### config.mk
export PLATFORM = sky130hd
export DESIGN_NAME = priority_aging_task_scheduler_flat
export DESIGN_NICKNAME = d
export VERILOG_FILES = /design/src/rtl/pats_pkg.sv /design/src/rtl/pats_if.sv /design/src/rtl/pats_ctrl.sv /design/src/rtl/pats_dpath.sv /design/src/rtl/priority_aging_task_scheduler.sv /design/src/flat_wrapper.sv
export SDC_FILE = /design/constraint.sdc
export NUM_CORES = 1
export LEC_CHECK = 0
export BUFFER_PORTS_ARGS = -buffer_cell sky130_fd_sc_hd__clkbuf_2
export CORE_ASPECT_RATIO = 1.25
export CORE_MARGIN = 5
export CORE_UTILIZATION = 47
export CTS_CLUSTER_SIZE = 12
export DETAILED_ROUTE_END_ITERATION = 8
export PLACE_DENSITY = 0.72
export SYNTH_ARGS = -nofsm -noshare
export SYNTH_HDL_FRONTEND = slang
export SYNTH_HIERARCHICAL = 1
export SYNTH_SLANG_ARGS = --single-unit
export TNS_END_PERCENT = 10
### constraint.sdc
create_clock -name clk_i -period 7.3 [get_ports clk_i]
set_clock_uncertainty 0.15 [all_clocks]
set_input_delay 1.46 -clock clk_i [delete_from_list [all_inputs] [get_ports clk_i]]
set_output_delay 1.46 -clock clk_i [all_outputs]
set_load 0.02 [all_outputs]
### src/rtl/pats_pkg.sv
// pats_pkg: shared types and constants of the priority aging task scheduler
// no dependencies; imported by every other file of the block

package pats_pkg;

  localparam int MAX_TASKS = 16;
  localparam int TASK_W    = $clog2(MAX_TASKS);
  localparam int CNT_W     = $clog2(MAX_TASKS + 1);
  localparam int PRIO_W    = 6;
  localparam int OP_W      = 2;
  localparam int TIME_W    = 32;
  localparam int QUANT_W   = 8;
  localparam int CFG_IDX_W = 1;
  localparam int CFG_DAT_W = 8;

  localparam logic signed [PRIO_W-1:0] PRIO_FLOOR = -6'sd20;
  localparam logic signed [PRIO_W-1:0] PRIO_CEIL  = 6'sd20;
  localparam logic signed [PRIO_W-1:0] PRIO_ONE   = 6'sd1;
  localparam logic signed [PRIO_W-1:0] PRIO_TOP   = 6'sd31;

  localparam logic [QUANT_W-1:0] QUANTUM_RST = 8'd20;
  localparam logic [TASK_W-1:0]  NONPRE_RST  = 4'd1;

  typedef enum logic [OP_W-1:0] {
    OP_SET_PRIO   = 2'd0,
    OP_MAKE_READY = 2'd1,
    OP_DISPATCH   = 2'd2,
    OP_TICK       = 2'd3
  } op_e;

  typedef enum logic [CFG_IDX_W-1:0] {
    CFG_QUANTUM = 1'b0,
    CFG_NONPRE  = 1'b1
  } cfg_idx_e;

  typedef struct packed {
    logic load;
    logic exec;
    logic disp_init;
    logic scan;
    logic pick;
    logic finish;
  } cmd_t;

  typedef struct packed {
    op_e  op;
    logic expire;
    logic count_zero;
    logic scan_last;
    logic out_free;
  } status_t;

endpackage

### src/rtl/pats_if.sv
// pats_if: input, result and configuration channel interfaces
// depends on pats_pkg for payload widths

interface pats_in_if import pats_pkg::*; ();
  logic                     valid;
  logic                     ready;
  logic [OP_W-1:0]          operation;
  logic [TASK_W-1:0]        task_number;
  logic signed [PRIO_W-1:0] priority_req;

  modport source (output valid, output operation, output task_number,
                  output priority_req, input ready);
  modport sink (input valid, input operation, input task_number,
                input priority_req, output ready);
  modport monitor (input valid, input ready, input operation, input task_number,
                   input priority_req);
endinterface

interface pats_out_if import pats_pkg::*; ();
  logic              valid;
  logic              ready;
  logic              chosen_valid;
  logic [TASK_W-1:0] chosen_task;
  logic              queue_empty;
  logic [TIME_W-1:0] system_time;

  modport source (output valid, output chosen_valid, output chosen_task,
                  output queue_empty, output system_time, input ready);
  modport sink (input valid, input chosen_valid, input chosen_task,
                input queue_empty, input system_time, output ready);
  modport monitor (input valid, input ready, input chosen_valid, input chosen_task,
                   input queue_empty, input system_time);
endinterface

interface pats_cfg_if import pats_pkg::*; ();
  logic                 valid;
  logic                 ready;
  logic [CFG_IDX_W-1:0] index;
  logic [CFG_DAT_W-1:0] data;

  modport source (output valid, output index, output data, input ready);
  modport sink (input valid, input index, input data, output ready);
  modport monitor (input valid, input ready, input index, input data);
endinterface

### src/rtl/pats_ctrl.sv
// pats_ctrl: sequencer of the scheduler, one item at a time
// depends on pats_pkg for command and status types

module pats_ctrl import pats_pkg::*; (
  input  logic    clk_i,
  input  logic    rst_ni,
  input  logic    in_valid_i,
  output logic    in_ready_o,
  input  status_t status_i,
  output cmd_t    cmd_o
);

  typedef enum logic [5:0] {
    S_IDLE = 6'b000001,
    S_EXEC = 6'b000010,
    S_DISP = 6'b000100,
    S_SCAN = 6'b001000,
    S_PICK = 6'b010000,
    S_DONE = 6'b100000
  } state_e;

  state_e state_q, state_d;

  always_comb begin
    state_d    = state_q;
    cmd_o      = '0;
    in_ready_o = 1'b0;
    unique case (state_q)
      S_IDLE: begin
        in_ready_o = 1'b1;
        if (in_valid_i) begin
          cmd_o.load = 1'b1;
          state_d    = S_EXEC;
        end
      end
      S_EXEC: begin
        cmd_o.exec = 1'b1;
        if (status_i.op == OP_DISPATCH || (status_i.op == OP_TICK && status_i.expire)) begin
          state_d = S_DISP;
        end else begin
          state_d = S_DONE;
        end
      end
      S_DISP: begin
        if (status_i.count_zero) begin
          state_d = S_DONE;
        end else begin
          cmd_o.disp_init = 1'b1;
          state_d         = S_SCAN;
        end
      end
      S_SCAN: begin
        cmd_o.scan = 1'b1;
        if (status_i.scan_last) begin
          state_d = S_PICK;
        end
      end
      S_PICK: begin
        cmd_o.pick = 1'b1;
        state_d    = S_DONE;
      end
      S_DONE: begin
        if (status_i.out_free) begin
          cmd_o.finish = 1'b1;
          state_d      = S_IDLE;
        end
      end
      default: begin
        state_d = S_IDLE;
      end
    endcase
  end

  always_ff @(posedge clk_i or negedge rst_ni) begin
    if (!rst_ni) begin
      state_q <= S_IDLE;
    end else begin
      state_q <= state_d;
    end
  end

endmodule

### src/rtl/pats_dpath.sv
// pats_dpath: task table, ready queue, timers and result register
// depends on pats_pkg; driven by pats_ctrl commands

module pats_dpath import pats_pkg::*; (
  input  logic                     clk_i,
  input  logic                     rst_ni,
  input  cmd_t                     cmd_i,
  output status_t                  status_o,
  input  logic [OP_W-1:0]          operation_i,
  input  logic [TASK_W-1:0]        task_number_i,
  input  logic signed [PRIO_W-1:0] priority_req_i,
  input  logic                     cfg_we_i,
  input  logic [CFG_IDX_W-1:0]     cfg_index_i,
  input  logic [CFG_DAT_W-1:0]     cfg_data_i,
  output logic                     out_valid_o,
  input  logic                     out_ready_i,
  output logic                     chosen_valid_o,
  output logic [TASK_W-1:0]        chosen_task_o,
  output logic                     queue_empty_o,
  output logic [TIME_W-1:0]        system_time_o
);

  op_e                      op_q;
  logic [TASK_W-1:0]        tn_q;
  logic signed [PRIO_W-1:0] prio_q;

  logic signed [PRIO_W-1:0] sp_q [MAX_TASKS];
  logic signed [PRIO_W-1:0] dp_q [MAX_TASKS];
  logic [TASK_W-1:0]        ro_q [MAX_TASKS];
  logic [CNT_W-1:0]         cnt_q;
  logic [TASK_W-1:0]        cur_q;
  logic [QUANT_W-1:0]       ql_q;
  logic [TIME_W-1:0]        tick_q;
  logic [QUANT_W-1:0]       qt_q;
  logic [TASK_W-1:0]        np_q;

  logic [CNT_W-1:0]         k_q;
  logic [TASK_W-1:0]        best_q;
  logic signed [PRIO_W-1:0] bestp_q;
  logic                     pv_q;
  logic [TASK_W-1:0]        pt_q;

  logic                     out_valid_q;
  logic                     chosen_valid_q;
  logic [TASK_W-1:0]        chosen_task_q;
  logic                     queue_empty_q;
  logic [TIME_W-1:0]        system_time_q;

  logic signed [PRIO_W-1:0] prio_sat;
  logic [TASK_W-1:0]        app_task;
  logic                     dup;
  logic                     app_ok;
  logic                     do_append;
  logic [QUANT_W-1:0]       ql_dec;
  logic                     preempt;
  logic                     expire;
  logic [TASK_W-1:0]        scan_j;
  logic [TASK_W-1:0]        scan_e;
  logic signed [PRIO_W-1:0] scan_v;
  logic signed [PRIO_W-1:0] scan_aged;
  logic                     scan_better;
  logic [TASK_W-1:0]        pick_t;
  logic                     out_free;

  always_comb begin
    if (prio_q < PRIO_FLOOR) begin
      prio_sat = PRIO_FLOOR;
    end else if (prio_q > PRIO_CEIL) begin
      prio_sat = PRIO_CEIL;
    end else begin
      prio_sat = prio_q;
    end
  end

  // duplicate check over the queued entries
  assign app_task = (op_q == OP_TICK) ? cur_q : tn_q;
  always_comb begin
    dup = 1'b0;
    for (int i = 0; i < MAX_TASKS; i++) begin
      if (CNT_W'(i) < cnt_q && ro_q[i] == app_task) begin
        dup = 1'b1;
      end
    end
  end
  assign app_ok = !dup && (cnt_q < CNT_W'(MAX_TASKS));

  assign ql_dec    = ql_q - QUANT_W'(1);
  assign preempt   = (cur_q != np_q);
  assign expire    = preempt && (ql_dec == '0);
  assign do_append = cmd_i.exec && app_ok &&
                     (op_q == OP_MAKE_READY || (op_q == OP_TICK && expire));

  // scan order: entries 1 .. count-1, then the head
  assign scan_j      = (k_q == cnt_q) ? '0 : k_q[TASK_W-1:0];
  assign scan_e      = ro_q[scan_j];
  assign scan_v      = dp_q[scan_e];
  assign scan_aged   = (scan_v <= PRIO_FLOOR) ? PRIO_FLOOR : scan_v - PRIO_ONE;
  assign scan_better = (scan_v <= bestp_q);
  assign pick_t      = ro_q[best_q];

  assign out_free = !out_valid_q || out_ready_i;

  assign status_o.op         = op_q;
  assign status_o.expire     = expire;
  assign status_o.count_zero = (cnt_q == '0);
  assign status_o.scan_last  = (k_q == cnt_q);
  assign status_o.out_free   = out_free;

  always_ff @(posedge clk_i) begin
    if (cmd_i.load) begin
      op_q   <= op_e'(operation_i);
      tn_q   <= task_number_i;
      prio_q <= priority_req_i;
    end
    if (cmd_i.disp_init) begin
      best_q  <= '0;
      bestp_q <= PRIO_TOP;
    end else if (cmd_i.scan && scan_better) begin
      best_q  <= scan_j;
      bestp_q <= scan_v;
    end
    if (cmd_i.load) begin
      pt_q <= '0;
    end else if (cmd_i.pick) begin
      pt_q <= pick_t;
    end
    if (cmd_i.finish) begin
      chosen_valid_q <= pv_q;
      chosen_task_q  <= pt_q;
      queue_empty_q  <= (cnt_q == '0);
      system_time_q  <= tick_q;
    end
  end

  // ready queue entries, read only below the count
  always_ff @(posedge clk_i) begin
    if (do_append) begin
      ro_q[cnt_q[TASK_W-1:0]] <= app_task;
    end else if (cmd_i.pick) begin
      for (int i = 0; i < MAX_TASKS - 1; i++) begin
        if (TASK_W'(i) >= best_q) begin
          ro_q[i] <= ro_q[i+1];
        end
      end
    end
  end

  always_ff @(posedge clk_i or negedge rst_ni) begin
    if (!rst_ni) begin
      for (int i = 0; i < MAX_TASKS; i++) begin
        sp_q[i] <= '0;
        dp_q[i] <= '0;
      end
    end else if (cmd_i.exec && op_q == OP_SET_PRIO) begin
      sp_q[tn_q] <= prio_sat;
      dp_q[tn_q] <= prio_sat;
    end else if (cmd_i.scan) begin
      dp_q[scan_e] <= scan_aged;
    end else if (cmd_i.pick) begin
      dp_q[pick_t] <= sp_q[pick_t] - PRIO_ONE;
    end
  end

  always_ff @(posedge clk_i or negedge rst_ni) begin
    if (!rst_ni) begin
      cnt_q       <= '0;
      cur_q       <= '0;
      ql_q        <= QUANTUM_RST;
      tick_q      <= '0;
      qt_q        <= QUANTUM_RST;
      np_q        <= NONPRE_RST;
      k_q         <= '0;
      pv_q        <= 1'b0;
      out_valid_q <= 1'b0;
    end else begin
      if (cfg_we_i) begin
        unique case (cfg_idx_e'(cfg_index_i))
          CFG_QUANTUM: qt_q <= cfg_data_i;
          CFG_NONPRE:  np_q <= cfg_data_i[TASK_W-1:0];
          default:     qt_q <= qt_q;
        endcase
      end
      if (cmd_i.exec && op_q == OP_TICK) begin
        tick_q <= tick_q + TIME_W'(1);
        if (preempt) begin
          ql_q <= expire ? qt_q : ql_dec;
        end
      end
      if (do_append) begin
        cnt_q <= cnt_q + CNT_W'(1);
      end else if (cmd_i.pick) begin
        cnt_q <= cnt_q - CNT_W'(1);
        cur_q <= pick_t;
      end
      if (cmd_i.disp_init) begin
        k_q <= CNT_W'(1);
      end else if (cmd_i.scan) begin
        k_q <= k_q + CNT_W'(1);
      end
      if (cmd_i.load) begin
        pv_q <= 1'b0;
      end else if (cmd_i.pick) begin
        pv_q <= 1'b1;
      end
      if (cmd_i.finish) begin
        out_valid_q <= 1'b1;
      end else if (out_ready_i) begin
        out_valid_q <= 1'b0;
      end
    end
  end

  assign out_valid_o    = out_valid_q;
  assign chosen_valid_o = chosen_valid_q;
  assign chosen_task_o  = chosen_task_q;
  assign queue_empty_o  = queue_empty_q;
  assign system_time_o  = system_time_q;

endmodule

### src/rtl/priority_aging_task_scheduler.sv
// priority_aging_task_scheduler: top level, controller plus datapath
// sequence: set_priority, make_ready and non-expiring tick pass EXEC, then DONE raises the word;
// dispatch and expiring tick add DISP, then SCAN and PICK unless the queue is empty
// flow: one item at a time, stretched by output stalls
// reset: rst_ni asynchronous active low clears the task table, queue count and timers;
// queue entries are not reset, configuration returns to quantum 20 and exempt task 1

module priority_aging_task_scheduler import pats_pkg::*; (
  input  logic            clk_i,
  input  logic            rst_ni,
  pats_in_if.sink         in_i,
  pats_out_if.source      out_o,
  pats_cfg_if.sink        cfg_i
);

  cmd_t    cmd;
  status_t status;

  assign cfg_i.ready = 1'b1;

  pats_ctrl u_ctrl (
    .clk_i      (clk_i),
    .rst_ni     (rst_ni),
    .in_valid_i (in_i.valid),
    .in_ready_o (in_i.ready),
    .status_i   (status),
    .cmd_o      (cmd)
  );

  pats_dpath u_dpath (
    .clk_i          (clk_i),
    .rst_ni         (rst_ni),
    .cmd_i          (cmd),
    .status_o       (status),
    .operation_i    (in_i.operation),
    .task_number_i  (in_i.task_number),
    .priority_req_i (in_i.priority_req),
    .cfg_we_i       (cfg_i.valid),
    .cfg_index_i    (cfg_i.index),
    .cfg_data_i     (cfg_i.data),
    .out_valid_o    (out_o.valid),
    .out_ready_i    (out_o.ready),
    .chosen_valid_o (out_o.chosen_valid),
    .chosen_task_o  (out_o.chosen_task),
    .queue_empty_o  (out_o.queue_empty),
    .system_time_o  (out_o.system_time)
  );

endmodule

### src/flat_wrapper.sv
// flat-port wrapper written by rule: the top's interface ports become plain ports
module priority_aging_task_scheduler_flat import pats_pkg::*;
  (clk_i, rst_ni, in_i_valid, in_i_operation, in_i_task_number, in_i_priority_req, in_i_ready, out_o_valid, out_o_chosen_valid, out_o_chosen_task, out_o_queue_empty, out_o_system_time, out_o_ready, cfg_i_valid, cfg_i_index, cfg_i_data, cfg_i_ready);
  pats_in_if in_i_i ();
  pats_out_if out_o_i ();
  pats_cfg_if cfg_i_i ();
  input  logic clk_i;
  input  logic rst_ni;
  input wire logic [$bits(in_i_i.valid)-1:0] in_i_valid;
  input wire logic [$bits(in_i_i.operation)-1:0] in_i_operation;
  input wire logic [$bits(in_i_i.task_number)-1:0] in_i_task_number;
  input wire logic [$bits(in_i_i.priority_req)-1:0] in_i_priority_req;
  output wire logic [$bits(in_i_i.ready)-1:0] in_i_ready;
  output wire logic [$bits(out_o_i.valid)-1:0] out_o_valid;
  output wire logic [$bits(out_o_i.chosen_valid)-1:0] out_o_chosen_valid;
  output wire logic [$bits(out_o_i.chosen_task)-1:0] out_o_chosen_task;
  output wire logic [$bits(out_o_i.queue_empty)-1:0] out_o_queue_empty;
  output wire logic [$bits(out_o_i.system_time)-1:0] out_o_system_time;
  input wire logic [$bits(out_o_i.ready)-1:0] out_o_ready;
  input wire logic [$bits(cfg_i_i.valid)-1:0] cfg_i_valid;
  input wire logic [$bits(cfg_i_i.index)-1:0] cfg_i_index;
  input wire logic [$bits(cfg_i_i.data)-1:0] cfg_i_data;
  output wire logic [$bits(cfg_i_i.ready)-1:0] cfg_i_ready;
  assign in_i_i.valid = in_i_valid;
  assign in_i_i.operation = in_i_operation;
  assign in_i_i.task_number = in_i_task_number;
  assign in_i_i.priority_req = in_i_priority_req;
  assign in_i_ready = in_i_i.ready;
  assign out_o_valid = out_o_i.valid;
  assign out_o_chosen_valid = out_o_i.chosen_valid;
  assign out_o_chosen_task = out_o_i.chosen_task;
  assign out_o_queue_empty = out_o_i.queue_empty;
  assign out_o_system_time = out_o_i.system_time;
  assign out_o_i.ready = out_o_ready;
  assign cfg_i_i.valid = cfg_i_valid;
  assign cfg_i_i.index = cfg_i_index;
  assign cfg_i_i.data = cfg_i_data;
  assign cfg_i_ready = cfg_i_i.ready;
  priority_aging_task_scheduler u_core (.clk_i(clk_i), .rst_ni(rst_ni), .in_i(in_i_i), .out_o(out_o_i), .cfg_i(cfg_i_i));
endmodule
Word-level counts from Yosys, hierarchy flattened
Memories as Yosys holds them, arrays and structs flattened. A register that Yosys moved wholly into a read port is not among the register bits.
Cells that the tools add are included.
- register bits: 330
- word-level logic and storage cells: 315
- memory bits (writable): 64
- input bits: 26
- output and inout port bits: 41
- memories kept: 1
- bitwise logic cells: 5
- magnitude comparators: 42
- reductions and logical operators: 46
- add/subtract/negate cells: 7
- mux-type cells: 132
- eq/ne operators: 30
- memories (name ; words ; width ; rd ports ; clocked after Yosys merged registers in ; write ports ; RTL line ; RTL):
    u_core.u_dpath.ro_q ; 16 ; 4 ; 18 ; 1 ; 15 ; pats_dpath.sv:29 ; logic [TASK_W-1:0] ro_q [MAX_TASKS];
- operators by type and width (kind ; number):
    $bwmux 96 ; 4
    $mux 96 ; 3
    $mux 1 ; 93
    $mux 6 ; 15
    $demux 6 s4 ; 3
    $eq 4x4->1 ; 16
    $bmux 6 s4 ; 2
    $lt 4x5->1 const A ; 8
    $pmux 6 s6 ; 1
    $add 32x1->32 const B ; 1
    $ge 4x4->1 const A ; 7
    $logic_and 1x1->1 ; 27
    $mux 4 ; 6
    $lt 3x5->1 const A ; 4
    $mux 5 ; 4
    $ge 3x4->1 const A ; 4
    $ge 5x5->1 const B ; 3
    $lt 5x1->1 const B ; 3
    $not 4->5 ; 3
    $sub 6x2->6 const B ; 2
    $add 5x1->5 const B ; 2
    $lt 1x5->1 const A ; 2
    $lt 2x5->1 const A ; 2
    $ge 1x4->1 const A ; 2
    32 further kinds ; 45

Logic depth before layout (Yosys ltp)
- word-level depth: 28
- mapped depth: 27
- gate-level depth less buffers: 21

By module
The synthesis kept the hierarchy.
- by module, submodules not included (module ; seq. area each (sq um) ; area each (sq um) ; times used ; cells an instance):
    pats_dpath ; 10296.1 ; 22228.8 ; 1 ; 2247
    pats_ctrl ; 151.4 ; 402.9 ; 1 ; 41
    priority_aging_task_scheduler ; 0.0 ; 11.3 ; 1 ; 2

Least setup slack after synthesis
OpenSTA, ideal clock, no wires.
- path type: flip-flop to flip-flop
- start point: reg u_core.u_dpath.k_q[1]
- end point: reg u_core.u_dpath.bestp_q[0]
- required time: 7031 ps
- setup slack: 1875 ps
- clock period less this slack: 5425 ps
- library setup time: 119 ps
- arrival: 5156 ps
- stages on the path, launching flop included: 26
- buffers on the path: 6
- path through: dfrtp_1 buf_4 xnor2_4 nand4_2 o21ai_1 buf_4 mux2_2 o21ai_0 a32o_1 buf_2 buf_4 a311oi_1 or4_1 buf_2 ha_1 nor2b_1 o21a_1 o21ai_0 nand2b_1 a211oi_1 a31oi_1 a21oi_1 clkbuf_1 nand2_1 o21ai_0 nand2_1
- word-level cells in the longest chain between the ends: 9
- RTL lines (what ; RTL line ; RTL):
    start: declaration ; pats_dpath.sv:37 ; logic [CNT_W-1:0] k_q;
    start signal: assignment ; pats_dpath.sv:198 ; k_q <= k_q + CNT_W'(1);
    $eq 5x5->1 ; pats_dpath.sv:94 ; assign scan_j = (k_q == cnt_q) ? '0 : k_q[TASK_W-1:0];
    $mux 4 * ; pats_dpath.sv:94 ;
    $mem_v2 16x4 * ; n/a ;
    $not 4->5 (not written as such) * ; pats_dpath.sv:96 ; assign scan_v = dp_q[scan_e];
    $bmux 6 s4 * ; pats_dpath.sv:96 ;
    $mux 6 (not written as such) * (2 in series) ; pats_dpath.sv:96 ;
    net u_core.u_dpath.scan_v[1] ; pats_dpath.sv:59 ; logic signed [PRIO_W-1:0] scan_v;
    $le 6x6->1 * ; pats_dpath.sv:98 ; assign scan_better = (scan_v <= bestp_q);
    $logic_and 1x1->1 * ; pats_dpath.sv:118 ; end else if (cmd_i.scan && scan_better) begin
    end signal: assignment ; pats_dpath.sv:120 ; bestp_q <= scan_v;
    end: declaration ; pats_dpath.sv:39 ; logic signed [PRIO_W-1:0] bestp_q;
The timed path passes the listed nets; every way through them passes the cells marked *. The select of a mux whose other input is x is not followed.
A chain may end at the register's enable or synchronous reset.

Worst setup path after layout
- start point: reg u_core.u_dpath.cnt_q[3]
- end point: reg u_core.u_dpath.best_q[3]
- word-level cells in the longest chain between the ends: 9
- elaborated cells on any way between the ends: 12
- classes of those cells: order compare (1); eq/ne (1); mux (6); bitwise (1); reduce/logical (2); memory (1)
- RTL lines (what ; RTL line ; RTL):
    start: declaration ; pats_dpath.sv:30 ; logic [CNT_W-1:0] cnt_q;
    start signal: assignment ; pats_dpath.sv:190 ; cnt_q <= cnt_q + CNT_W'(1);
    start signal: assignment ; pats_dpath.sv:192 ; cnt_q <= cnt_q - CNT_W'(1);
    $eq 5x5->1 ; pats_dpath.sv:94 ;
    $mux 4 ; pats_dpath.sv:94 ;
    $mem_v2 16x4 ; n/a ;
    $not 4->5 (not written as such) ; pats_dpath.sv:96 ;
    $bmux 6 s4 ; pats_dpath.sv:96 ;
    $mux 6 (not written as such) (2 in series) ; pats_dpath.sv:96 ;
    $le 6x6->1 ; pats_dpath.sv:98 ;
    $logic_and 1x1->1 ; pats_dpath.sv:118 ;
    end signal: assignment ; pats_dpath.sv:119 ; best_q <= scan_j;
    end: declaration ; pats_dpath.sv:38 ; logic [TASK_W-1:0] best_q;
Parallel ways exist; a longest one is shown, timed or not. The select of a mux whose other input is x is not followed.

==> out/metrics.cfg <==
[status]
status=completed

[drt]
drtAntennaViolNets=0
first_pass_iters=7
drc_errors=0
vias=19510
viasPerCell=6.554
wl_per_cell_um=26.03
wirelength_um=77490
dr.first_iter.drc_count=2231

[cts]
cts.sinks=398
cts_resized=0
cts_tree=yes
cts_setup_buffers=0
htreeDepth=2
clockRootBuffer=clkbuf_16
clock_tree.buffer_depth=3
path_clk_slew_ns=0.06
numCtsBuffers=44
ctsHoldBuffers=0
clock_latency_ns=0.60

[synth]
synth_edf_count=114
ys_seq_area_share_pct=46.14
yosys.cell_types.count=99
ys.warnings.count=6
synthArstFlopShare_pct=66.83
avgSynthCellArea_um2=9.888
syn_area_mm2=0.02264
postSynthNetCount=2332
synth_cells=2290
synth_ff_type=dfrtp_1
synth-seq-cells=398

[timing]
final.min_clock_period_ns=6.345
hold_viol=0
totalNegativeSetupSlack_ns=0
setup_viol=0
maxSlewViolCount=0
slew_headroom_pct=17.17
fmax_mhz=157.6
worst_pin_slew_ns=1.239
rsz0062_at_grt=no
fin_crit_sh_pct=86.92

[worst_setup_path]
start_kind=register
critical_path.top_delay_family=compound AO/OA/AOI/OAI gates
cp.depth=21
critical_path_class=register to register
end_kind=register
cpPeakStageDelay_ns=0.73
reg2regPathDepth=21
cp_cell_sequence=xnor2_2 > nand4_2 > o21ai_1 > a21oi_1 > or3_1 > a32o_1 > buf_4 > a221oi_1 > a311oi_1 > or4_1 > ha_1 > nor2b_1 > o21a_1 > o21ai_0 > nand2b_1 > a211oi_1 > a31oi_1 > a21oi_1 > buf_4 > mux2i_1 > nor2_1
critPathBufInv=2
crit_path_top_delay_cell=or4_1
worst_ep_required_time_ns=7.60
arrival_ns=6.64
crit_path_max_fanout=20

[power]
p_per_area_mw_per_mm2=331.8
ir_drop_mv=0.2609
leakagePower_nw=10.01
p_comb_share_pct=38.2
p_clk_share_pct=27.8
internal_power_w=0.004898
seqPwrFrac_pct=34.0
p_sw_share_pct=41.15
p_switching_w=0.003424

[cells_and_area]
final_cell_mix=288 x nand2_1, 260 x dfrtp_1, 239 x nor2_1
final_common_cell=nand2_1
fin_util_pct=52.29
drive_above_1_share_pct=16.60
syn_to_final_growth_pct=10.78
final_cells=2977
nNetsFinal=2338

[global_routing]
grt_pass1_wl_um=117800
grt_max_degree=148
grt_overflow=0
antenna_found_initial=0
grt_usage_pct=28.90
grt_pass1_vias=19150

[floorplan]
rows=90
start_util_pct=47.20
die_height_um=255.4
die_x_um=206.3
core_mm2=0.04797
ios=67
die_area_mm2=0.05269

[place]
routabilityCongestion=1.054
io_buffer_count=65
hpwl_um=55570
dp_cells=2894

[flow_run]
drv_cap=0

[worst_hold_path]
min_path_type=register to register
whs_path_depth=0

==> power by group through the flow <==
stage / Combinational [W] / Clock (W) / Sequential (W)
floorplan: 0.00213 / 0 / 0.00275
global placement: 0.00302 / 0 / 0.00285
detailed placement: 0.00306 / 0 / 0.00286
CTS: 0.00307 / 0.00235 / 0.00282
global route: 0.00334 / 0.00245 / 0.00286
finish: 0.00318 / 0.00232 / 0.00283
==> layer usage <==
layer  share of wire [%]  routed length [µm]  global-route usage (%)
met5                   0                   0                       0
met4                 8.2                6357                   18.88
met3                 8.0                6217                   4.845
met2                  47               36730                   46.57
met1                  36               28180                   35.70
==> flip-flops by register name (all words and copies together) (netlist names), 5 cells and up, named ones only <==
name	flops
u_core/u_dpath/dp_q	96
u_core/u_dpath/sp_q	96
u_core/u_dpath/ro_q	64
u_core/u_dpath/system_time_o	32
u_core/u_dpath/tick_q	32
u_core/u_dpath/ql_q	8
u_core/u_dpath/qt_q	8
u_core/u_ctrl/state_q	6
u_core/u_dpath/bestp_q	6
u_core/u_dpath/prio_q	6
u_core/u_dpath/cnt_q	5
u_core/u_dpath/k_q	5
==> synth_stat cells (26+ instances only) <==
cell / n / area share, %
nand2_1: 288 / 4.8
dfrtp_1: 260 / 29
nor2_1: 239 / 4.0
o21ai_0: 181 / 4.0
edfxtp_1: 114 / 15
a21oi_1: 109 / 2.4
clkbuf_1: 107 / 1.8
xnor2_1: 95 / 3.7
mux2i_1: 64 / 2.8
o22ai_1: 63 / 1.7
mux2_2: 50 / 2.5
mux4_2: 48 / 4.8
nand3_1: 43 / 0.95
buf_2: 41 / 0.91
inv_1: 36 / 0.60
a211oi_1: 27 / 0.90
and2_1: 26 / 0.72
==> worst reg2reg max path: cells and delay by family (launching register included) <==
kind / cells / cell delay [ns]
multiplexers: 1 / 0.19
buffers and inverters: 2 / 0.47
AO/OA/AOI/OAI: 10 / 2.37
adder cells (fa/ha/maj): 1 / 0.36
AND/OR/NAND/NOR: 6 / 1.76
flip-flops: 1 / 0.68
XOR/XNOR: 1 / 0.21
==> kinds of logic after synthesis <==
family,after synthesis,synth area share [%]
AOI/OAI and AO/OA,612,18.10
other,1,0.01656
and+or+nand+nor,758,15.38
xor gates and xnor gates,121,4.896
buffers and inverters,217,4.238
muxes,167,10.35
adders and majority gates,16,0.8841
DFF,398,46.14
==> stage by stage <==
step | hold WS [ns] | total power, W | instance area (µm²) | setup slack (ns)
finish | 0.2941 | 0.008322 | 25080 | 0.9547
global route | 0.3137 | 0.008649 | 25080 | 0.4856
CTS | 0.3025 | 0.008248 | 25080 | 1.068
detailed placement | 0.2884 | 0.005923 | 23580 | 1.155
global placement | 0.2638 | 0.005867 | 23580 | 1.242
floorplan | 0.2576 | 0.004880 | 22640 | 1.875
==> path summary, 6_finish.rpt <==
path,from,endpoint,slack [ns]
worst max-delay path,u_core/u_dpath/cnt_q[3],u_core/u_dpath/best_q[3],0.95
worst min-delay path,u_core/u_dpath/pt_q[1],u_core/u_dpath/chosen_task_o[1],0.29
worst max register to register,u_core/u_dpath/cnt_q[3],u_core/u_dpath/best_q[3],0.95
worst min register to register,u_core/u_dpath/pt_q[1],u_core/u_dpath/chosen_task_o[1],0.29
max in group asynchronous,rst_ni,u_core/u_dpath/tick_q[30],4.85
min in group asynchronous,rst_ni,u_core/u_dpath/dp_q[9],0.83
==> cell type report <==
type / instances / area, µm²
fill: 4352 / 22890
multi-input combinational: 1675 / 11290
tap: 644 / 805.8
timing repair buffer: 136 / 880.8
sequential: 398 / 10450
inverter: 41 / 153.9
clock inverter: 14 / 231.5
clock buffer: 68 / 1271
antenna: 1 / 2.502
No activity file was read; power rests on OpenSTA's default activity.
